**src/rtl/gmm_pkg.sv**
```systemverilog
// Package: widths and constants for the modular multiplier.
`default_nettype none
package gmm_pkg;
  localparam int OperandWidthDef = 32;
  localparam int ModBits = 31;
  localparam logic [ModBits-1:0] ModReset = 31'd3329;
endpackage
`default_nettype wire

```
**src/rtl/gmm_if.sv**
```systemverilog
// Interfaces: operand and result channels.
`default_nettype none
interface gmm_in_if;
  logic valid;
  logic ready;
  logic [31:0] operand_a;
  logic [31:0] operand_b;
  modport source (output valid, operand_a, operand_b, input ready);
  modport sink (input valid, operand_a, operand_b, output ready);
endinterface

interface gmm_out_if;
  logic valid;
  logic ready;
  logic [30:0] product_mod;
  modport source (output valid, product_mod, input ready);
  modport sink (input valid, product_mod, output ready);
endinterface
`default_nettype wire

```
**src/rtl/gmm_cell.sv**
```systemverilog
// Cell: one restoring remainder step, shift in one product bit.
`default_nettype none
module gmm_cell
  import gmm_pkg::*;
(
  input  wire logic [ModBits-1:0] rem_in,
  input  wire logic               bit_in,
  input  wire logic [ModBits-1:0] modulus,
  output logic      [ModBits-1:0] rem_out
);
  logic [ModBits:0] sh;
  logic [ModBits+1:0] diff;
  always_comb begin
    sh = {rem_in, bit_in};
    diff = {1'b0, sh} - {2'b00, modulus};
    rem_out = diff[ModBits+1] ? sh[ModBits-1:0] : diff[ModBits-1:0];
  end
endmodule
`default_nettype wire

```
**src/rtl/generalized_mersenne_modmul.sv**
```systemverilog
// Top level: modular multiplier built on a chain of remainder cells.
//  channel  dir  words
//  in       in   operand_a, operand_b
//  out      out  product_mod
//  cfg      in   modulus (cfg_we, cfg_data)
// A word is captured on acceptance, multiplied in the MUL state, then runs through the chain
// of Cells remainder cells in the RUN state (Cells bits per cycle), and the DONE state loads
// the result, waiting while a held result is not taken; then the next word can be accepted.
// Reset clears the busy and valid flags and loads modulus 3329.
// A result held on a stalled output does not block acceptance of the next word.
`default_nettype none
module generalized_mersenne_modmul
  import gmm_pkg::*;
#(
  parameter int OPERAND_WIDTH = OperandWidthDef
)(
  input  wire logic clk,
  input  wire logic rst,
  input  wire logic cfg_we,
  input  wire logic [ModBits-1:0] cfg_data,
  gmm_in_if.sink  in_ch,
  gmm_out_if.source out_ch
);
  localparam int PW = 2*OPERAND_WIDTH;
  localparam int Cells = 4;
  localparam int Steps = PW/Cells;
  localparam int CW = $clog2(Steps+1);

  typedef enum logic [1:0] {IDLE, MUL, RUN, DONE} state_t;
  state_t state;
  logic [ModBits-1:0] modulus;
  logic [OPERAND_WIDTH-1:0] a, b;
  logic [PW-1:0] prod;
  logic [ModBits-1:0] rem;
  logic [CW-1:0] cnt;
  logic [ModBits-1:0] chain [Cells+1];

  assign in_ch.ready = (state == IDLE);
  assign chain[0] = rem;

  for (genvar i = 0; i < Cells; i++) begin : g_cell
    gmm_cell u_cell (
      .rem_in(chain[i]), .bit_in(prod[PW-1-i]), .modulus(modulus),
      .rem_out(chain[i+1])
    );
  end

  always_ff @(posedge clk) begin
    if (rst) begin
      modulus <= ModReset;
      state <= IDLE;
      out_ch.valid <= 1'b0;
    end else begin
      if (cfg_we) modulus <= cfg_data;
      if (out_ch.valid && out_ch.ready && state != DONE) out_ch.valid <= 1'b0;
      unique case (state)
        IDLE: if (in_ch.valid) begin
          a <= in_ch.operand_a[OPERAND_WIDTH-1:0];
          b <= in_ch.operand_b[OPERAND_WIDTH-1:0];
          state <= MUL;
        end
        MUL: begin
          prod <= PW'(a) * PW'(b);
          rem <= '0;
          cnt <= '0;
          state <= RUN;
        end
        RUN: begin
          rem <= chain[Cells];
          prod <= prod << Cells;
          cnt <= cnt + 1'b1;
          if (cnt == CW'(Steps-1)) state <= DONE;
        end
        DONE: if (!out_ch.valid || out_ch.ready) begin
          out_ch.product_mod <= (modulus == '0) ? '0 : rem;
          out_ch.valid <= 1'b1;
          state <= IDLE;
        end
        default: state <= IDLE;
      endcase
    end
  end

`ifndef SYNTH
  a_rem_below: assert property (@(posedge clk) disable iff (rst)
    (state == DONE && modulus != '0) |-> rem < modulus) else $error("rem not reduced");
  a_one_busy: assert property (@(posedge clk) disable iff (rst)
    (in_ch.valid && in_ch.ready) |=> state == MUL) else $error("bad accept");
  a_out_from_done: assert property (@(posedge clk) disable iff (rst)
    $rose(out_ch.valid) |-> $past(state) == DONE) else $error("spurious result");
`endif
endmodule
`default_nettype wire
```
**src/flat_wrapper.sv**
```systemverilog
// flat-port wrapper written by rule: the top's interface ports become plain ports
module generalized_mersenne_modmul_flat import gmm_pkg::*;
#(
  parameter int OPERAND_WIDTH = OperandWidthDef
)
  (clk, rst, cfg_we, cfg_data, in_ch_valid, in_ch_operand_a, in_ch_operand_b, in_ch_ready, out_ch_valid, out_ch_product_mod, out_ch_ready);
  gmm_in_if in_ch_i ();
  gmm_out_if out_ch_i ();
  input  wire logic clk;
  input  wire logic rst;
  input  wire logic cfg_we;
  input  wire logic [ModBits-1:0] cfg_data;
  input wire logic [$bits(in_ch_i.valid)-1:0] in_ch_valid;
  input wire logic [$bits(in_ch_i.operand_a)-1:0] in_ch_operand_a;
  input wire logic [$bits(in_ch_i.operand_b)-1:0] in_ch_operand_b;
  output wire logic [$bits(in_ch_i.ready)-1:0] in_ch_ready;
  output wire logic [$bits(out_ch_i.valid)-1:0] out_ch_valid;
  output wire logic [$bits(out_ch_i.product_mod)-1:0] out_ch_product_mod;
  input wire logic [$bits(out_ch_i.ready)-1:0] out_ch_ready;
  assign in_ch_i.valid = in_ch_valid;
  assign in_ch_i.operand_a = in_ch_operand_a;
  assign in_ch_i.operand_b = in_ch_operand_b;
  assign in_ch_ready = in_ch_i.ready;
  assign out_ch_valid = out_ch_i.valid;
  assign out_ch_product_mod = out_ch_i.product_mod;
  assign out_ch_i.ready = out_ch_ready;
  generalized_mersenne_modmul #(.OPERAND_WIDTH(OPERAND_WIDTH)) u_core (.clk(clk), .rst(rst), .cfg_we(cfg_we), .cfg_data(cfg_data), .in_ch(in_ch_i), .out_ch(out_ch_i));
endmodule
```
**config.mk**
```make
export PLATFORM = sky130hd
export DESIGN_NAME = generalized_mersenne_modmul_flat
export DESIGN_NICKNAME = d
export VERILOG_FILES = /design/src/rtl/gmm_pkg.sv /design/src/rtl/gmm_if.sv /design/src/rtl/gmm_cell.sv /design/src/rtl/generalized_mersenne_modmul.sv /design/src/flat_wrapper.sv
export SDC_FILE = /design/constraint.sdc
export NUM_CORES = 2
export LEC_CHECK = 0
export BUFFER_PORTS_ARGS = -buffer_cell sky130_fd_sc_hd__buf_2
export CORE_ASPECT_RATIO = 0.6
export CORE_UTILIZATION = 30
export DETAILED_ROUTE_END_ITERATION = 16
export MAX_ROUTING_LAYER = met4
export PLACE_DENSITY = 0.55
export SLEW_MARGIN = 5
export SYNTH_ARGS = -nofsm -noshare
export SYNTH_HDL_FRONTEND = slang
export SYNTH_SLANG_ARGS = --single-unit
```
**constraint.sdc**
```tcl
create_clock -name clk -period 14.1 [get_ports clk]
set_clock_uncertainty 0.15 [all_clocks]
set_input_delay 0.705 -clock clk [delete_from_list [all_inputs] [get_ports clk]]
set_output_delay 0.705 -clock clk [all_outputs]
set_load 0.02 [all_outputs]
```
**Word level (Yosys, flattened, before mapping)**

Cells that the tools add are included.

- Bits in registers: 229
- Bits in latches: 0
- Memory bits (writable): 0
- ROM bits: 0
- Input bits: 100
- Output and inout port bits: 33
- Logic and storage cells: 49
- Memories: 0

- Add/sub/neg operators: 5
- Multipliers: 1
- Div/mod/pow operators: 0
- Magnitude comparators: 0
- Eq/ne operators: 8
- Shift-type cells: 0
- Mux-type cells: 14
- Bitwise operators: 1
- Reduce and logical (&&, ||, !) cells: 11

Operators by type and width:

| cell | count |
|---|---|
| 32-bit by 31-bit subtractor with 33-bit output | 4 |
| 64-bit case mux with 2 select lines | 1 |
| 31-bit 2-to-1 mux | 4 |
| 32-bit by 32-bit multiplier with 64-bit output | 1 |
| 31-bit case mux with 2 select lines | 1 |
| 31-bit zero test | 1 |
| 5-bit case mux with 2 select lines | 1 |
| 3-bit AND reduction | 3 |
| 2-bit case mux with 4 select lines | 1 |
| 2-bit 2-to-1 mux | 3 |
| 5-bit by 1-bit adder with 5-bit output, second input constant | 1 |
| 5-bit by 4-bit == test with 1-bit output, second input constant | 1 |
| 2-bit == test, second input constant | 2 |
| 2-bit by 1-bit inequality test with 1-bit output, second input constant | 2 |
| 2-bit inequality test, second input constant | 2 |
| 1-bit 2-to-1 mux | 3 |
| 2-bit by 1-bit == test with 1-bit output, second input constant | 1 |
| 1-bit logical AND | 2 |
| 2-bit zero test | 1 |
| 2-bit AND reduction | 1 |
| 2-bit nonzero test | 1 |
| 1-bit zero test | 1 |
| 1-bit logical OR | 1 |
| 1-bit inverter | 1 |

**Logic depth before layout (Yosys ltp)**

- Depth after elaboration: 9
- Gate-level depth with buffers: 55
- Depth with buffers taken out: 46

**Modules after synthesis**

A second synthesis with hierarchy kept.

- Cells, all modules: 5437
- Area total of the unflattened synthesis: 49920.4 µm²

Modules (own cells, without submodules):

| module | instances | cells each | area an instance (µm²) | seq. area each (µm²) |
|---|---|---|---|---|
| generalized_mersenne_modmul | 1 | 4225 | 41582.4 | 6536.3 |
| gmm_cell | 4 | 303 | 2084.5 | 0.0 |

**Worst setup path after synthesis**

OpenSTA, ideal clock, no wires.

- Path type: reg-to-reg
- Start point: register u_core.modulus[1]
- End point: register u_core.rem[30], data pin
- Library setup time: 0.259 ns
- Data arrival time: 11.761 ns
- Data required time: 13.691 ns
- Setup slack: 1.931 ns
- Stages on the path, launching flop included: 51
- Buffers on the path: 8
- Clock period less this slack: 12.169 ns
- Cell sequence: dfxtp_1 inv_1 fa_1 a21o_1 a221oi_4 a211oi_1 or4_1 o211ai_2 nand2_1 clkbuf_1 mux2_2 ha_1 a211o_1 and2_1 or3_1 o211ai_1 nor2b_1 o21ai_1 (+15 left out) or2_1 buf_2 buf_4 mux2_1 ha_1 o21a_1 o31a_1 nand2b_1 a31o_1 a211o_1 a31oi_1 a31oi_1 a31o_2 o221a_2 a2111o_1 buf_6 buf_6 o31a_1

- Word-level cells in the longest chain between the ends: 9

RTL lines:

| what | line | text |
|---|---|---|
| start: declaration | generalized_mersenne_modmul.sv:31 | `logic [ModBits-1:0] modulus;` |
| start signal: assignment | generalized_mersenne_modmul.sv:50 | `modulus <= ModReset;` |
| start signal: assignment | generalized_mersenne_modmul.sv:54 | `if (cfg_we) modulus <= cfg_data;` |
| 32-bit by 31-bit subtractor with 33-bit output | gmm_cell.sv:15 | `diff = {1'b0, sh} - {2'b00, modulus};` |
| 31-bit 2-to-1 mux | gmm_cell.sv:16 | `rem_out = diff[ModBits+1] ? sh[ModBits-1:0] : diff[ModBits-1:0];` |
| 32-bit by 31-bit subtractor with 33-bit output | gmm_cell.sv:15 |  |
| 31-bit 2-to-1 mux | gmm_cell.sv:16 |  |
| 32-bit by 31-bit subtractor with 33-bit output | gmm_cell.sv:15 |  |
| 31-bit 2-to-1 mux | gmm_cell.sv:16 |  |
| 32-bit by 31-bit subtractor with 33-bit output | gmm_cell.sv:15 |  |
| 31-bit 2-to-1 mux (*) | gmm_cell.sv:16 |  |
| 31-bit case mux with 2 select lines (*) | generalized_mersenne_modmul.sv:56 | `unique case (state)` |
| end signal: assignment | generalized_mersenne_modmul.sv:69 | `rem <= chain[Cells];` |
| end: declaration | generalized_mersenne_modmul.sv:34 | `logic [ModBits-1:0] rem;` |

Mark *: on every way between the ends. The rest lies on a longest branch, timed or not.
A chain may end at the register's enable or synchronous reset.

**Worst setup path in the final report**

- Start point: register u_core.modulus[0]
- End point: register u_core.rem[30], data pin

The elaborated chain is that of the path after synthesis.

==> summary.md <==
| Metric | Value |
|---|---|
| GRT Util Overall | 19.5% |
| Worst reg-to-reg path cell count | 48 |
| Fillers | 16456 |
| Setup violations, final | 0 |
| Remaining DRCs | 0 |
| Final Hold Fails | 0 |
| Max FO, Critical Path | 36 |
| Deepest clock path buffer count | 3 |
| Main area contributors after synthesis | fa_1 37%, edfxtp_1 12%, ha_1 10% |
| Core area | 159000 um^2 |
| Post-layout min period | 13.38 ns |
| Syn Inst Count | 5322 |
| Required time worst endpoint | 14.36 ns |
| Routed len/inst | 20.3 um |
| Final wirelength | 152000 um |
| Dpl cells | 7414 |
| CP startpoint | u_core.modulus[0]$_SDFFE_PP1P_ |
| Ports | 133 |
| Vias | 36806 |
| Outcome | finished, final reports clean |
| Core Util, Final | 33.0% |
| Share of the clock period used by the worst path | 94.9% |
| Area Overhead vs Synth | 8.62% |
| Synth Flop Type | edfxtp_1 |
| Largest net degree at the start of global routing | 103 |
| Yosys top cell area share | 37.4% |
| Die width | 519 um |
| Final Non-Filler Cells | 7474 |
| Crit-path max cell delay | 0.63 ns |
| Die Y | 312 um |
| Sequential area share after synthesis | 13.6% |
| DR iter-0 viols | 3217 |
| CTS tree | done |
| Dpl hpwl | 118000 um |
| Max-cap viol count | 0 |
| Async set or reset register ratio after synthesis | 0% |
| CP startpoint kind | flop |
| Worst Tran Pin Value | 1.08 ns |
| Port buffer count | 132 |
| Worst setup path endpoint | u_core.rem[30]$_SDFFCE_PN0P_ |
| Root Driver | clkbuf_16 |
| First-pass GRT wire length | 233000 um |
| Dominant cell type by area after synthesis | fa_1 |
| Met1 GRT Util | 30.9% |
| Setup WS pre-CTS | 0.503 ns |
| Worst hold path class | in2reg |
| Final worst slack | 0.717 ns |
| Reg2Reg Capture Point | u_core.rem[30]$_SDFFCE_PN0P_ |
| Clock buffer count from CTS | 30 |
| Nature of the critical path endpoint | flop |
| Share of post-route cells with drive strength above 1 | 6.55% |
| DRT antenna net count | 0 |
| Post-synth EDFFs | 195 |
| Clk pin slew, worst setup/hold paths | 0.07 ns |
| RSZ-0062 raised after global routing | false |
| Die area | 162000 um^2 |
| GP Congestion | 0.916 |
| Slowest-stage cell, CP | or4_1 |
| Reg2reg start | u_core.modulus[0]$_SDFFE_PP1P_ |
| Initial Util | 30.3% |
| Reg-to-reg slack, setup | 0.72 ns |
| Post-Synthesis Net Count | 6715 |
| Grt peak-use layer | met1 |
| Worst endpoint data arrival time | 13.64 ns |
| Clk_lat worst skew | 0.66 ns |
| Most used cell, CP | ha_1 |
| Maximum clock frequency | 74.7 MHz |
| M2 GR Usage | 24.3% |
| Router iterations before antenna repair | 6 |
| Max Slew Vio Count | 0 |
| Grt ovf | 0 |
| Avg Inst Size Synth | 9.05 um^2 |
| Clock sinks | 229 |
| Cell variety after synth | 80 |
| Relative slew slack | 28.2% |
| Critical path class | reg2reg |
| Met3 usage | 4.92% |
| Vias in the first global route | 36916 |
| Number of synthesized register bits | 229 |
| Synth Cell Area | 48200 um^2 |
| Vias per std cell | 4.92 |
| Setup TNS | 0 ns |
| Row count | 113 |
| Yosys Warn Count | 0 |
| Final #Nets | 6713 |
| H-tree Lvls | 1 |
| Antenna violations before repair | 8 |
-- worst max-delay path, delay by kind of cell (launching register included) --
kind	cells	cell delay, ns
buffers and inverters	7	1.32
flip-flops	1	0.47
AO/OA/AOI/OAI	24	5.97
adder cells (fa/ha/maj)	5	1.68
multiplexers	3	1.05
AND/OR/NAND/NOR	9	2.44
-- stage by stage --
stage	hold WS, ns	cell area, um^2
6_report	0.0707	52300
4_1_cts	0.000213	52300
3_5_place_dp	0.361	51200
5_1_grt	0.0196	52300
3_3_place_gp	0.357	51200
2_1_floorplan	0.333	48200
-- what timing repair did --
| item | 4_1_cts | 5_1_grt |
|---|---|---|
| setup buffers | 0 | 1 |
| resized for setup | 0 | 2 |
| hold buffers | 0 | 0 |
| setup endpoints to repair | 0 | 31 |
-- cell usage after synthesis (24+ instances only) --
master,number
a211oi_1,28
a21o_1,88
a21oi_1,153
and2_1,228
clkbuf_1,244
dfxtp_1,34
edfxtp_1,195
fa_1,900
ha_1,393
inv_1,1080
mux2_1,24
mux2_2,34
mux2i_1,62
nand2_1,954
nand2b_1,25
nand3_1,44
nor2_1,150
nor2b_1,42
nor3_1,28
o21a_1,27
o21ai_0,143
o21bai_1,34
xnor2_1,86
xor2_1,60
-- area by class of cell --
cell class / instances / area [um^2] / share of cell area (%)
Antenna cell: 3 / 7.51 / 0.0143
Clock buffer: 42 / 921 / 1.76
Clock inverter: 14 / 146 / 0.280
Inverter: 1080 / 4050 / 7.74
Multi-Input combinational cell: 3756 / 36600 / 70.0
Sequential cell: 229 / 6540 / 12.5
Tap cell: 2127 / 2660 / 5.08
Timing Repair Buffer: 223 / 1380 / 2.64
-- layer usage --
| metal | share of wire, % | vias up |
|---|---|---|
| li1 | - | 16521 |
| met1 | 52 | 18753 |
| met2 | 37 | 1419 |
| met3 | 9.8 | 113 |
| met4 | 1.4 | 0 |
| met5 | 0 | - |
-- cells by family (layout without fill, tap and decap cells) --
group	Yosys count	after routing	synth area share, %
compound gates	628	628	8.51
xor+xnor	146	146	2.65
other cells	0	3	0
mux	121	121	2.67
buf+inv	1337	1359	10.5
flops	229	229	13.6
fa+ha+maj	1293	1293	47.6
simple gates	1568	1568	14.5
-- flip-flops by register name, indices dropped and copies added (netlist names) --
name / cells
u_core.a: 32
u_core.state: 2
u_core.b: 32
u_core.modulus: 31
u_core.cnt: 5
u_core.out_ch.product_mod: 31
u_core.prod: 64
u_core.out_ch.valid: 1
u_core.rem: 31
-- worst min path at each step --
stage | from | endpoint | depth (start not counted)
6_report | in_ch_operand_a[6] | u_core.a[6]$_DFFE_PP_ | 1
5_1_grt | in_ch_operand_b[1] | u_core.b[1]$_DFFE_PP_ | 1
4_1_cts | in_ch_operand_b[12] | u_core.b[12]$_DFFE_PP_ | 1
3_5_place_dp | u_core.prod[7]$_DFFE_PP_ | u_core.prod[11]$_DFFE_PP_ | 2
3_3_place_gp | u_core.modulus[17]$_SDFFE_PP0P_ | u_core.modulus[17]$_SDFFE_PP0P_ | 2
2_1_floorplan | u_core.modulus[3]$_SDFFE_PP0P_ | u_core.modulus[3]$_SDFFE_PP0P_ | 2
-- cells in the final DEF, fill, tap and decap left out, types with 8 or more instances in the layout --
cell	instances
a31oi_1	20
o21ai_1	10
a21oi_1	153
inv_1	1078
and2_1	228
mux2_2	34
xnor2_1	86
nand2_1	954
edfxtp_1	195
nand2b_1	25
ha_1	392
dfxtp_1	34
o21bai_1	34
o22ai_1	8
o21ai_0	143
xor2_1	60
mux2_1	24
mux2i_1	62
fa_1	900
a211oi_1	28
or3_1	13
buf_4	88
o211ai_1	15
o31ai_1	13
nand3_1	44
nor4_1	15
and3_1	14
a211o_1	9
a21o_1	88
buf_2	132
nor2b_1	41
nand4_1	22
clkbuf_16	34
nor3_1	27
or2_2	13
o21a_1	27
nor2_1	149
Power is left out: the tool's default activity adds up to more than one toggle a clock period on the data nets, which glitch-free logic cannot reach.
